--- src/websocket_frame_deframer_defines.svh ---
// assertion macros for the websocket frame deframer
`ifndef WEBSOCKET_FRAME_DEFRAMER_DEFINES_SVH
`define WEBSOCKET_FRAME_DEFRAMER_DEFINES_SVH

// same-cycle implication, checked out of reset
`define WSD_ASSERT_NOW(lbl, ante, cons) \
  lbl: assert property (@(posedge clk_i) disable iff (!rst_ni) (ante) |-> (cons)) \
    else $error("deframer assertion failed");

// next-cycle implication, checked out of reset
`define WSD_ASSERT_NEXT(lbl, ante, cons) \
  lbl: assert property (@(posedge clk_i) disable iff (!rst_ni) (ante) |=> (cons)) \
    else $error("deframer assertion failed");

`endif

--- src/wsd_pkg.sv ---
package wsd_pkg;

  localparam logic [1:0] STATUS_DATA    = 2'd0;
  localparam logic [1:0] STATUS_EMPTY   = 2'd1;
  localparam logic [1:0] STATUS_TOO_BIG = 2'd2;

  typedef struct packed {
    logic [7:0]  payload_byte;
    logic        last_of_frame;
    logic [1:0]  status;
    logic [3:0]  frame_opcode;
    logic [15:0] payload_length;
  } res_t;

endpackage

--- src/websocket_frame_deframer.sv ---
// WebSocket frame deframer: takes one received byte per request, parses the frame
// header (opcode, 7-bit or 16-bit length, 4-byte masking key) and returns each
// payload byte unmasked, flagging the last one; length code 127 and empty frames
// give one status-only result. Throughput is one byte per clock while nothing stalls: a
// byte sits in an input register, the header/unmask logic works on it combinationally
// and the result lands in an output register. A new byte is taken while a result
// waits, as long as the input register empties; it stalls only when a byte sits in
// the input register and the output register is held.
`include "websocket_frame_deframer_defines.svh"

module websocket_frame_deframer
  import wsd_pkg::*;
(
  input  logic        clk_i,
  input  logic        rst_ni,
  input  logic        in_valid_i,
  output logic        in_stall_o,
  input  logic [7:0]  rx_byte_i,
  input  logic        chunk_start_i,
  output logic        out_valid_o,
  input  logic        out_stall_i,
  output logic [7:0]  payload_byte_o,
  output logic        last_of_frame_o,
  output logic [1:0]  status_o,
  output logic [3:0]  frame_opcode_o,
  output logic [15:0] payload_length_o
);

  logic       s1_valid_q, s1_valid_d;
  logic [7:0] s1_byte_q;
  logic       s1_start_q;
  logic       adv;
  logic       accept;
  logic       res_valid;
  res_t       res;
  res_t       out_res;

  // the input stage moves on whenever the output slot is free or being taken
  assign adv        = ~out_valid_o | ~out_stall_i;
  assign in_stall_o = s1_valid_q & ~adv;
  assign accept     = in_valid_i & ~in_stall_o;
  assign s1_valid_d = accept | (s1_valid_q & ~adv);

  always_ff @(posedge clk_i or negedge rst_ni) begin
    if (!rst_ni) begin
      s1_valid_q <= 1'b0;
    end else begin
      s1_valid_q <= s1_valid_d;
    end
  end

  always_ff @(posedge clk_i) begin
    if (accept) begin
      s1_byte_q  <= rx_byte_i;
      s1_start_q <= chunk_start_i;
    end
  end

  wsd_parse u_parse (
    .clk_i         (clk_i),
    .rst_ni        (rst_ni),
    .en_i          (s1_valid_q & adv),
    .rx_byte_i     (s1_byte_q),
    .chunk_start_i (s1_start_q),
    .res_valid_o   (res_valid),
    .res_o         (res)
  );

  wsd_out_reg u_out_reg (
    .clk_i       (clk_i),
    .rst_ni      (rst_ni),
    .load_i      (s1_valid_q & adv & res_valid),
    .res_i       (res),
    .out_stall_i (out_stall_i),
    .out_valid_o (out_valid_o),
    .res_o       (out_res)
  );

  assign payload_byte_o   = out_res.payload_byte;
  assign last_of_frame_o  = out_res.last_of_frame;
  assign status_o         = out_res.status;
  assign frame_opcode_o   = out_res.frame_opcode;
  assign payload_length_o = out_res.payload_length;

  `WSD_ASSERT_NOW(a_status_only_shape,
    out_valid_o && (status_o == STATUS_EMPTY || status_o == STATUS_TOO_BIG),
    payload_byte_o == 8'h00 && last_of_frame_o)
  `WSD_ASSERT_NOW(a_too_big_no_length,
    out_valid_o && status_o == STATUS_TOO_BIG, payload_length_o == 16'd0)
  `WSD_ASSERT_NEXT(a_full_pipe_holds,
    s1_valid_q && out_valid_o && out_stall_i, s1_valid_q)

endmodule

--- src/wsd_parse.sv ---
module wsd_parse
  import wsd_pkg::*;
(
  input  logic       clk_i,
  input  logic       rst_ni,
  input  logic       en_i,
  input  logic [7:0] rx_byte_i,
  input  logic       chunk_start_i,
  output logic       res_valid_o,
  output res_t       res_o
);

  localparam logic [2:0] PH_WAIT   = 3'd0;
  localparam logic [2:0] PH_LEN    = 3'd1;
  localparam logic [2:0] PH_EXT_HI = 3'd2;
  localparam logic [2:0] PH_EXT_LO = 3'd3;
  localparam logic [2:0] PH_MASK   = 3'd4;
  localparam logic [2:0] PH_DATA   = 3'd5;

  localparam logic [6:0] LEN_EXT16   = 7'd126;
  localparam logic [6:0] LEN_TOO_BIG = 7'd127;
  localparam logic [15:0] KEY_BYTES  = 16'd4;

  logic [2:0]  phase_q, phase_d;
  logic [3:0]  opc_q, opc_d;
  logic [15:0] len_q, len_d;
  logic [31:0] key_q, key_d;
  logic [15:0] idx_q, idx_d;

  always_comb begin
    logic [6:0]  code;
    logic [15:0] idx_inc;
    logic [7:0]  key_byte;
    logic        last;
    code     = rx_byte_i[6:0];
    idx_inc  = idx_q + 16'd1;
    key_byte = key_q[8 * (3 - idx_q[1:0]) +: 8];
    last     = (idx_inc >= len_q);

    phase_d = phase_q;
    opc_d   = opc_q;
    len_d   = len_q;
    key_d   = key_q;
    idx_d   = idx_q;

    res_valid_o          = 1'b0;
    res_o.payload_byte   = 8'h00;
    res_o.last_of_frame  = 1'b0;
    res_o.status         = STATUS_DATA;
    res_o.frame_opcode   = opc_q;
    res_o.payload_length = len_q;

    if (chunk_start_i) begin
      // a new chunk restarts header parsing and drops any frame in flight
      opc_d   = rx_byte_i[3:0];
      len_d   = 16'd0;
      key_d   = 32'd0;
      idx_d   = 16'd0;
      phase_d = PH_LEN;
    end else begin
      case (phase_q)
        PH_LEN: begin
          if (code == LEN_TOO_BIG) begin
            len_d                = 16'd0;
            phase_d              = PH_WAIT;
            res_valid_o          = 1'b1;
            res_o.last_of_frame  = 1'b1;
            res_o.status         = STATUS_TOO_BIG;
            res_o.payload_length = 16'd0;
          end else if (code == LEN_EXT16) begin
            phase_d = PH_EXT_HI;
          end else begin
            len_d   = {9'd0, code};
            idx_d   = 16'd0;
            phase_d = PH_MASK;
          end
        end
        PH_EXT_HI: begin
          len_d   = {rx_byte_i, 8'h00};
          phase_d = PH_EXT_LO;
        end
        PH_EXT_LO: begin
          len_d   = {len_q[15:8], rx_byte_i};
          idx_d   = 16'd0;
          phase_d = PH_MASK;
        end
        PH_MASK: begin
          key_d = {key_q[23:0], rx_byte_i};
          idx_d = idx_inc;
          if (idx_inc >= KEY_BYTES) begin
            idx_d = 16'd0;
            if (len_q == 16'd0) begin
              phase_d             = PH_WAIT;
              res_valid_o         = 1'b1;
              res_o.last_of_frame = 1'b1;
              res_o.status        = STATUS_EMPTY;
            end else begin
              phase_d = PH_DATA;
            end
          end
        end
        PH_DATA: begin
          idx_d = idx_inc;
          if (last) begin
            phase_d = PH_WAIT;
          end
          res_valid_o         = 1'b1;
          res_o.payload_byte  = rx_byte_i ^ key_byte;
          res_o.last_of_frame = last;
        end
        default: begin
          phase_d = phase_q;
        end
      endcase
    end
  end

  always_ff @(posedge clk_i or negedge rst_ni) begin
    if (!rst_ni) begin
      phase_q <= PH_WAIT;
      opc_q   <= 4'd0;
      len_q   <= 16'd0;
      key_q   <= 32'd0;
      idx_q   <= 16'd0;
    end else if (en_i) begin
      phase_q <= phase_d;
      opc_q   <= opc_d;
      len_q   <= len_d;
      key_q   <= key_d;
      idx_q   <= idx_d;
    end
  end

endmodule

--- src/wsd_out_reg.sv ---
module wsd_out_reg
  import wsd_pkg::*;
(
  input  logic clk_i,
  input  logic rst_ni,
  input  logic load_i,
  input  res_t res_i,
  input  logic out_stall_i,
  output logic out_valid_o,
  output res_t res_o
);

  logic out_valid_q, out_valid_d;
  res_t res_q;

  // a held request stays until taken; a load only happens when the slot frees
  assign out_valid_d = load_i | (out_valid_q & out_stall_i);

  always_ff @(posedge clk_i or negedge rst_ni) begin
    if (!rst_ni) begin
      out_valid_q <= 1'b0;
    end else begin
      out_valid_q <= out_valid_d;
    end
  end

  always_ff @(posedge clk_i) begin
    if (load_i) begin
      res_q <= res_i;
    end
  end

  assign out_valid_o = out_valid_q;
  assign res_o       = res_q;

endmodule
--- config.mk ---
export PLATFORM = sky130hd
export DESIGN_NAME = websocket_frame_deframer
export DESIGN_NICKNAME = d
export VERILOG_FILES = /design/src/wsd_pkg.sv /design/src/websocket_frame_deframer.sv /design/src/wsd_parse.sv /design/src/wsd_out_reg.sv
export VERILOG_INCLUDE_DIRS = /design/src /design/src/src
export SDC_FILE = /design/constraint.sdc
export NUM_CORES = 1
export LEC_CHECK = 0
export BUFFER_PORTS_ARGS = -buffer_cell sky130_fd_sc_hd__buf_4
export CAP_MARGIN = 20
export CORE_UTILIZATION = 65
export CTS_CLUSTER_SIZE = 20
export DETAILED_ROUTE_END_ITERATION = 10
export GPL_ROUTABILITY_DRIVEN = 1
export PLACE_DENSITY = 0.86
export SYNTH_ARGS = -nofsm -noshare
export SYNTH_HDL_FRONTEND = slang
export SYNTH_SLANG_ARGS = --single-unit
--- constraint.sdc ---
create_clock -name clk_i -period 7.7 [get_ports clk_i]
set_clock_uncertainty 0.2 [all_clocks]
set_input_delay 1.54 -clock clk_i [delete_from_list [all_inputs] [get_ports clk_i]]
set_output_delay 1.54 -clock clk_i [all_outputs]
set_load 0.005 [all_outputs]
==> results of run 1 <==
metrics by stage:
| stage | std cells | setup slack, ns |
|---|---|---|
| 3_3_place_gp | 642 | 3.72 |
| 4_1_cts | 674 | 3.43 |
| 5_1_grt | 675 | 3.02 |
| 6_report | 675 | 3.35 |
| 2_1_floorplan | 521 | 3.11 |
| 3_5_place_dp | 642 | 3.52 |
sequential cells by signal, indices dropped and copies added, names as in the netlist:
register and cells:
u_parse.phase_q 3, s1_byte_q 8, s1_valid_q 1, u_parse.len_q 16, u_parse.opc_q 4, u_out_reg.res_o 31
u_out_reg.out_valid_o 1, u_parse.idx_q 16, s1_start_q 1, u_parse.key_q 32
cell usage in the layout, fill, tap and decap left out, drive strengths merged, types with 3 or more instances in the layout:
cell / n
dfrtp: 73
nand2: 62
buf: 49
nor2: 47
edfxtp: 40
a22o: 39
o21ai: 36
inv: 34
clkbuf: 21
ha: 17
nand3: 17
nor3: 14
xnor2: 13
a21oi: 12
nand4: 10
nor4: 10
xor2: 8
mux4: 8
o31ai: 6
mux2: 6
and3: 5
a211oi: 5
and2: 3
nand2b: 3
nor2b: 3
o41ai: 3
layer usage:
| layer | part of all wire [%] | GRT usage (%) |
|---|---|---|
| met5 | 0 | 0 |
| met3 | 8.1 | 7.89 |
| met2 | 47 | 52.0 |
| met4 | 5.8 | 23.1 |
| met1 | 39 | 42.9 |
layout make-up:
cell class / instances / area share, %
clock buffers: 21 / 7.36
clock inverters: 11 / 1.97
inverters: 27 / 1.52
multi-input cells: 349 / 36.2
flip-flops and latches: 113 / 45.3
well taps: 105 / 1.97
repair buffers: 49 / 5.62
worst min path at each step:
stage                     startpoint             endpoint  slack, ns  cells after the start
finish              u_parse.opc_q[1]  u_out_reg.res_o[17]       0.25                      0
global route        u_parse.opc_q[1]  u_out_reg.res_o[17]       0.26                      0
CTS                 u_parse.opc_q[1]  u_out_reg.res_o[17]       0.25                      0
detailed placement  u_parse.opc_q[1]  u_out_reg.res_o[17]       0.24                      0
global placement    u_parse.opc_q[3]  u_out_reg.res_o[19]       0.23                      0
floorplan           u_parse.opc_q[1]  u_out_reg.res_o[17]       0.22                      0
cells by family after synthesis:
| kind of cell | synth area share [%] |
|---|---|
| AND/OR/NAND/NOR | 15.9 |
| AO/OA/AOI/OAI | 15.2 |
| flip-flops | 53.4 |
| buffers and inverters | 4.23 |
| XOR/XNOR | 3.24 |
| adder cells (fa/ha/maj) | 3.75 |
| multiplexers | 4.36 |
power by group through the flow:
stage / sequential (mW) / combinational [mW] / clock (mW)
2_1_floorplan: 0.731 / 0.234 / 0
3_3_place_gp: 0.778 / 0.275 / 0
3_5_place_dp: 0.785 / 0.284 / 0
4_1_cts: 0.776 / 0.292 / 0.820
5_1_grt: 0.788 / 0.330 / 0.844
6_report: 0.780 / 0.301 / 0.814
==> summary.txt, run 1 <==
STA
  – Post-layout min period: 4.35 ns
  – Tightest Pin Transition: 0.923 ns
  – Relative slew slack: 38.5%
  – Setup TNS: 0 ns
  – Slew Limit Fails: 0
  – Final setup vio count: 0
  – Count of final hold-check violations: 0
  – Final Cycle Share: 56.5%
  – Hold slack: 0.250 ns
  – FMAX: 230 MHz
  – RSZ-0062 raised after global routing: no

Yosys
  – Top FF cell, synth: dfrtp_1
  – Yosys cell types: 55
  – Largest area contributor in the synthesized netlist: dfrtp_1
  – Most common library cells after synthesis: dfrtp_1, nand2_1, nor2_1
  – Synth Register Bits: 113
  – Post-Syn Instances: 521
  – Asr flop ratio synth: between 60% and 70%
  – Sequential fraction of the synthesis area: 53.4%
  – Synth top area share: 32.2%
  – Most common cell in the netlist: dfrtp_1
  – Largest cells by area after synthesis: dfrtp_1, edfxtp_1, a22o_1, nand2_1, ha_1
  – Synth Cell Area: 5680 µm²
  – Post-synth EDFFs: 40
  – Syn_nets: 551
  – Mapped Avg Cell Area: 10.9 µm²
  – Yosys warnings: 0

Power
  – Sw Ratio: 29.8%
  – Clock share of power: about 43%
  – P per Cell Area: roughly 280 nW/µm²
  – Power, Total: roughly 1.9 mW
  – Gate power share: 15.9%
  – P_leak: about 2.9 nW
  – Internal Power: 1.33 mW
  – Flop pwr share: 41.2%
  – Sw Pwr: between 500 and 600 µW
  – Max IR drop VDD: 0.187 mV

Clocking
  – Clk_lat worst skew: 0.52 ns
  – Clk root buf: clkbuf_8
  – Worst-path clk slew: 0.06 ns
  – # resized after CTS: 0
  – Hold Buf Count CTS: 0
  – Clock Sinks: 113
  – Depth of the CTS H-tree: 4
  – Clk buf depth: 2
  – CTS buffer count: 17
  – TritonCTS clock tree: done
  – Setup repair bufs after CTS: 0

GRT
  – GR Overflow Total: 0
  – Vias in the first global route: about 4500
  – Largest net degree at the start of global routing: 74
  – GRT Overall Usage: 33.9%
  – First-pass GRT wire length: 22.5 mm
  – Initial antenna violation count: 0

Worst setup path
  – Reg2reg start: u_parse.idx_q[0]
  – Worst Setup SP: u_parse.idx_q[0]
  – R2r endpoint: u_out_reg.res_o[0]
  – Required @ worst endpoint: approximately 7.7 ns
  – R2R Setup Slk: 3.35 ns
  – Crit path max-delay family: simple AND/OR/NAND/NOR gates
  – CP Launch Type: flip-flop
  – Crit path to: u_out_reg.res_o[0]
  – Crit path DAT: 4.33 ns
  – CP max FO: 23
  – Critical setup path kind: reg2reg
  – Largest stage delay, worst path: roughly 0.86 ns
  – Critical path depth: 9
  – Buf+Inv Stages, Crit Path: 1
  – Worst setup EP type: flip-flop
  – Slowest CP cell: dfrtp_1
  – Critical-path cell list: ha_1 > nand2_1 > nor4_2 > xor2_1 > a211oi_1 > nand3_1 > a31oi_1 > nor3_2 > buf_4
  – Worst R2R Path Depth: 9

Place
  – Placer Congestion: 0.901
  – Placed Area: ~6000 µm²
  – DP HPWL: 8.99 mm
  – I/O Buffers: 45

Die
  – Die Width: 95.4 µm
  – Initial Util: about two thirds
  – Row cnt: 33
  – Die Y: about 95 µm
  – Die Area: slightly above 9000 µm²
  – Ports: 46
  – CORE AREA: 8340 µm²

Status
  – Status: completed

Layout
  – Ratio of cells with drive above 1 in the final layout: around a fifth
  – Seq. cell area: roughly 3000 µm²
  – Fin area: 6680 µm²
  – Fill cells: 476
  – Post-route core utilization: ~80%
  – Multi-input logic area: 2420 µm²
  – Ant diodes: 0
  – Layout Nets: 587
  – P&R area growth vs syn: 17.7%

Routing
  – DRC viols: 0
  – Initial drt markers: around 500
  – Antenna Nets Post-Route: 0
  – Routed len/inst: slightly above 20 µm
  – Routed Wire Length: 14.0 mm
  – Via/cell ratio: 6.59
  – Drt pass-1 iters: 6
  – Vias: 4446

Job
  – MaxCap Viol Count: 0

Hold path
  – Hold crit path type: reg2reg
Power figures use the tool's default switching activity.
==> run 2: changes to the inputs <==
- CORE_UTILIZATION: 65 -> 60
- PLACE_DENSITY: 0.86 -> 0.8
- clock period: 7.7 -> 4.2 ns (I/O delays scaled with it)
==> summary.txt, run 2 (synthesis results as in run 1) <==
Layout
  – Seq. cell area: 3030 µm²
  – Non-filler cells in the finished layout: approximately 690
  – Post-route core utilization: 72.5%
  – P&R area growth vs syn: 17.4%
  – Most common cell after layout, fill and taps aside: dfrtp_1
  – Ant diodes: 0
  – Most frequent cells in the layout: dfrtp_1, nand2_1, buf_4
  – Ratio of cells with drive above 1 in the final layout: 19.3%
  – Most flops, register: u_parse.key_q
  – Multi-input logic area: 2430 µm²
  – Largest register FFs: 32
  – Layout Nets: 591
  – Fill cells: 628

Routing
  – Antenna Nets Post-Route: 0
  – Vias: 4259
  – DRC viols: 0
  – Routed Wire Length: 13.0 mm
  – Drt pass-1 iters: 5
  – Initial drt markers: 319
  – Routed len/inst: roughly 19 µm
  – Via/cell ratio: ~6.2

Clocking
  – Clock Sinks: 113
  – Setup repair bufs after CTS: 0
  – Depth of the CTS H-tree: 4
  – Hold Buf Count CTS: 0
  – CTS buffer count: 17
  – Clk root buf: clkbuf_8
  – Clk buf depth: 2
  – TritonCTS clock tree: done
  – # resized after CTS: 0
  – Worst-path clk slew: approximately 0.060 ns
  – Clk_lat worst skew: approximately 0.51 ns

GRT
  – GR Overflow Total: 0
  – Largest net degree at the start of global routing: 74
  – First-pass GRT wire length: 21.3 mm
  – Vias in the first global route: 4120
  – GRT Overall Usage: about 29%
  – Initial antenna violation count: 0

Worst setup path
  – Reg2reg start: u_parse.idx_q[0]
  – Crit path DAT: 3.71 ns
  – Slowest CP cell: a211oi_1
  – R2R Setup Slk: 0.53 ns
  – Buf+Inv Stages, Crit Path: 1
  – Critical-path cell list: ha_1 > nand2_1 > nor4_2 > xor2_1 > a211oi_1 > nand3_1 > a31oi_1 > nor3_4 > buf_4
  – CP Launch Type: flip-flop
  – Largest stage delay, worst path: between 0.5 and 0.6 ns
  – Required @ worst endpoint: 4.24 ns
  – Critical setup path kind: reg2reg
  – Worst R2R Path Depth: 9
  – R2r endpoint: u_out_reg.res_o[5]
  – Crit path max-delay family: simple AND/OR/NAND/NOR gates
  – Worst setup EP type: flip-flop
  – CP max FO: 21

Place
  – I/O Buffers: 45
  – DP HPWL: 8.75 mm
  – Dpl cells: 652
  – Placer Congestion: 0.945

Die
  – Die Y: 99.3 µm
  – Initial Util: 61.7%
  – Row cnt: 35
  – Die Width: 99.3 µm
  – CORE AREA: 9200 µm²
  – Ports: 46
  – Die Area: 9850 µm²

Power
  – Power, Total: 3.36 mW
  – Flop pwr share: between 40% and 50%
  – Clock share of power: 41.0%
  – Internal Power: 2.36 mW
  – P_leak: 2.86 nW
  – Max IR drop VDD: 0.402 mV
  – Sw Pwr: about 1 mW
  – Gate power share: 18.3%
  – P per Cell Area: 504 nW/µm²
  – Sw Ratio: 29.8%

STA
  – RSZ-0062 raised after global routing: no
  – Final Cycle Share: 87.3%
  – Relative slew slack: 37.2%
  – Slew Limit Fails: 0
  – Count of final hold-check violations: 0
  – Setup TNS: 0 ns
  – FMAX: roughly 270 MHz
  – Post-layout min period: 3.67 ns
  – Tightest Pin Transition: 0.942 ns
  – Final setup vio count: 0

Hold path
  – Hold crit path type: in2async

Job
  – MaxCap Viol Count: 0

Status
  – Status: completed
-- run 2: cell count changes in the layout (fill, tap and decap cells not counted), sizes merged --
cell	previous run	this run
clkinvlp	0	1
clkinv	2	5
clkbuf	21	20
buf	49	53
inv	34	31
-- run 2: layer usage --
layer  GRT usage, %  vias to the layer above  wire length [µm]
met5              0                        -                 0
li1               -                     1989                 -
met2           45.1                      170              6280
met4           10.7                        0               314
met1           38.5                     2075              5630
met3           8.08                       25               752
-- run 2: final cells by class --
type | count | share of cell area, %
multi-input combinational | 349 | 36.4
inverter | 27 | 1.52
sequential | 113 | 45.4
clock buffer | 20 | 6.53
timing repair buffer | 53 | 6.08
clock inverter | 12 | 1.93
tap | 111 | 2.08
-- run 2: stage by stage --
step	setup WS (ns)	cell area (µm²)	hold WS [ns]
CTS	0.570	6650	0.251
detailed placement	0.618	6090	0.238
global route	0.185	6670	0.259
floorplan	0.581	5680	0.219
finish	0.532	6670	0.242
global placement	0.814	6090	0.229
-- run 2: worst max-delay path by stage --
| stage | start | end | slack, ns | cells past startpoint |
|---|---|---|---|---|
| after floorplan | u_parse.idx_q[0] | u_out_reg.res_o[0] | 0.58 | 9 |
| after global placement | u_parse.idx_q[0] | u_out_reg.res_o[0] | 0.81 | 9 |
| after detailed placement | u_parse.idx_q[0] | u_out_reg.res_o[2] | 0.62 | 9 |
| after CTS | u_parse.idx_q[0] | u_out_reg.res_o[5] | 0.57 | 9 |
| after global routing | u_parse.idx_q[0] | u_out_reg.res_o[2] | 0.18 | 9 |
| final | u_parse.idx_q[0] | u_out_reg.res_o[5] | 0.53 | 9 |
-- run 2: power groups by stage --
stage                     logic, mW  registers (mW)  clock network [mW]
after floorplan               0.430            1.34                   0
after global placement        0.590            1.38                   0
after detailed placement      0.599            1.38                   0
after CTS                     0.609            1.36                1.39
after global routing          0.676            1.38                1.44
final                         0.616            1.37                1.38
==> run 3: changes to the inputs <==
- CORE_UTILIZATION: 60 -> 62
- CTS_BUF_LIST: default -> sky130_fd_sc_hd__clkbuf_4
- PLACE_DENSITY: 0.8 -> 0.82
==> summary.txt, run 3 (synthesis results as in run 1) <==
Clocking
  – Clk root buf: clkbuf_4
  – Worst-path clk slew: 0.12 ns
  – Depth of the CTS H-tree: 4
  – CTS buffer count: 17
  – Setup repair bufs after CTS: 0
  – # resized after CTS: 0
  – Clk buf depth: 2
  – Clk_lat worst skew: 0.52 ns
  – Clock Sinks: 113
  – Hold Buf Count CTS: 0
  – TritonCTS clock tree: done

Power
  – P_leak: 2.74 nW
  – Max IR drop VDD: 0.291 mV
  – Flop pwr share: 49.1%
  – Internal Power: 1.93 mW
  – Sw Ratio: 32.1%
  – Gate power share: 20.1%
  – P per Cell Area: about 440 nW/µm²
  – Clock share of power: between 30% and 40%
  – Sw Pwr: approximately 910 µW

Die
  – Die Area: between 9000 and 10000 µm²
  – Die Width: 97.7 µm
  – Initial Util: 64.5%
  – Row cnt: 34
  – Ports: 46
  – CORE AREA: between 8000 and 9000 µm²
  – Die Y: 97.7 µm

Layout
  – Most frequent cells in the layout: dfrtp_1, nand2_1, buf_4
  – P&R area growth vs syn: 12.8%
  – Largest register FFs: 32
  – Ratio of cells with drive above 1 in the final layout: 19.6%
  – Seq. cell area: 3030 µm²
  – Layout Nets: 589
  – Multi-input logic area: 2430 µm²
  – Non-filler cells in the finished layout: 680
  – Fill cells: between 600 and 700
  – Post-route core utilization: 72.7%
  – Most common cell after layout, fill and taps aside: dfrtp_1
  – Ant diodes: 0
  – Most flops, register: u_parse.key_q

Worst setup path
  – Critical-path cell list: ha_1 > nand2_1 > nor4_2 > xor2_1 > a211oi_1 > nand3_1 > a31oi_1 > nor3_4 > buf_12
  – Worst setup EP type: flip-flop
  – Worst R2R Path Depth: 9
  – CP max FO: 31
  – Slowest CP cell: dfrtp_1
  – R2R Setup Slk: 0.37 ns
  – Reg2reg start: u_parse.idx_q[1]
  – Largest stage delay, worst path: around 0.74 ns
  – Critical setup path kind: reg2reg
  – R2r endpoint: u_out_reg.res_o[0]
  – Required @ worst endpoint: 4.26 ns
  – CP Launch Type: flip-flop
  – Crit path DAT: 3.89 ns
  – Worst Setup SP: u_parse.idx_q[1]

STA
  – Post-layout min period: 3.83 ns
  – Relative slew slack: a little under two fifths
  – Setup TNS: 0 ns
  – FMAX: 261 MHz
  – Count of final hold-check violations: 0
  – Hold slack: 0.246 ns
  – RSZ-0062 raised after global routing: no
  – Final setup vio count: 0
  – Slew Limit Fails: 0
  – Post-route setup slack: 0.372 ns
  – Final Cycle Share: 91.1%
  – Tightest Pin Transition: 0.942 ns

GRT
  – GRT Overall Usage: between 20% and 30%
  – GR Overflow Total: 0
  – First-pass GRT wire length: about 21 mm
  – Vias in the first global route: about 4100
  – Largest net degree at the start of global routing: 74
  – Initial antenna violation count: 0

Routing
  – Routed Wire Length: 12.5 mm
  – DRC viols: 4
  – Antenna Nets Post-Route: 0
  – Vias: 4235
  – Via/cell ratio: ~6.2
  – Drt pass-1 iters: 8
  – Initial drt markers: 338
  – Routed len/inst: 18.4 µm

Hold path
  – WHS Endpoint: u_out_reg.res_o[17]
  – WHS Path Cells: 0
  – Hold crit path type: reg2reg
  – Worst Hold Launch: u_parse.opc_q[1]

Place
  – DP HPWL: approximately 8.7 mm
  – Dpl cells: ~650
  – I/O Buffers: 45
  – Dpl ws: approximately 0.47 ns
  – Placer Congestion: a little under 0.9

Status
  – Status: finished, violations left
  – Failing checks: design-rule violations

Job
  – MaxCap Viol Count: 0
run 3: how the worst max path moves through the flow:
stage | to | slack (ns) | depth (start not counted)
global route | u_parse.phase_q[0] | 0.05 | 12
global placement | u_out_reg.res_o[0] | 0.56 | 9
finish | u_out_reg.res_o[0] | 0.37 | 9
floorplan | u_out_reg.res_o[0] | 0.58 | 9
detailed placement | u_out_reg.res_o[10] | 0.47 | 9
CTS | u_out_reg.res_o[0] | 0.41 | 9
run 3: cell type report:
| type | count | share of cell area, % |
|---|---|---|
| clock inverters | 12 | 2.48 |
| inverters | 27 | 1.58 |
| well taps | 108 | 2.11 |
| repair buffers | 51 | 6.29 |
| multi-input cells | 349 | 37.9 |
| flip-flops and latches | 113 | 47.3 |
| clock buffers | 20 | 2.34 |
run 3: power groups by stage:
stage               Combinational [mW]  Clock (mW)  Sequential [mW]
CTS                              0.562       0.890             1.39
global placement                 0.538           0             1.41
finish                           0.570       0.875             1.39
detailed placement               0.557           0             1.41
floorplan                        0.430           0             1.34
global route                     0.637       0.933             1.41
run 3: routing by layer:
metal | track usage [%] | vias up | wire [µm]
met4 | 10.7 | 0 | 328
met1 | 39.2 | 2052 | 5370
met3 | 6.83 | 22 | 761
li1 | - | 1983 | -
met5 | 0 | - | 0
met2 | 45.6 | 178 | 6070
run 3: critical path, delay by kind of cell (launching register included):
family | cells | cell delay [ns]
buffers and inverters | 1 | 0.20
XOR/XNOR | 1 | 0.16
AND/OR/NAND/NOR | 4 | 0.97
adder cells (fa/ha/maj) | 1 | 0.39
AO/OA/AOI/OAI | 2 | 0.90
flip-flops | 1 | 0.74
run 3: stage by stage:
stage	area [µm²]	power, mW
after floorplan	5680	1.77
after global placement	6080	1.95
after detailed placement	6080	1.97
after CTS	6390	2.84
after global routing	6400	2.98
final	6400	2.84
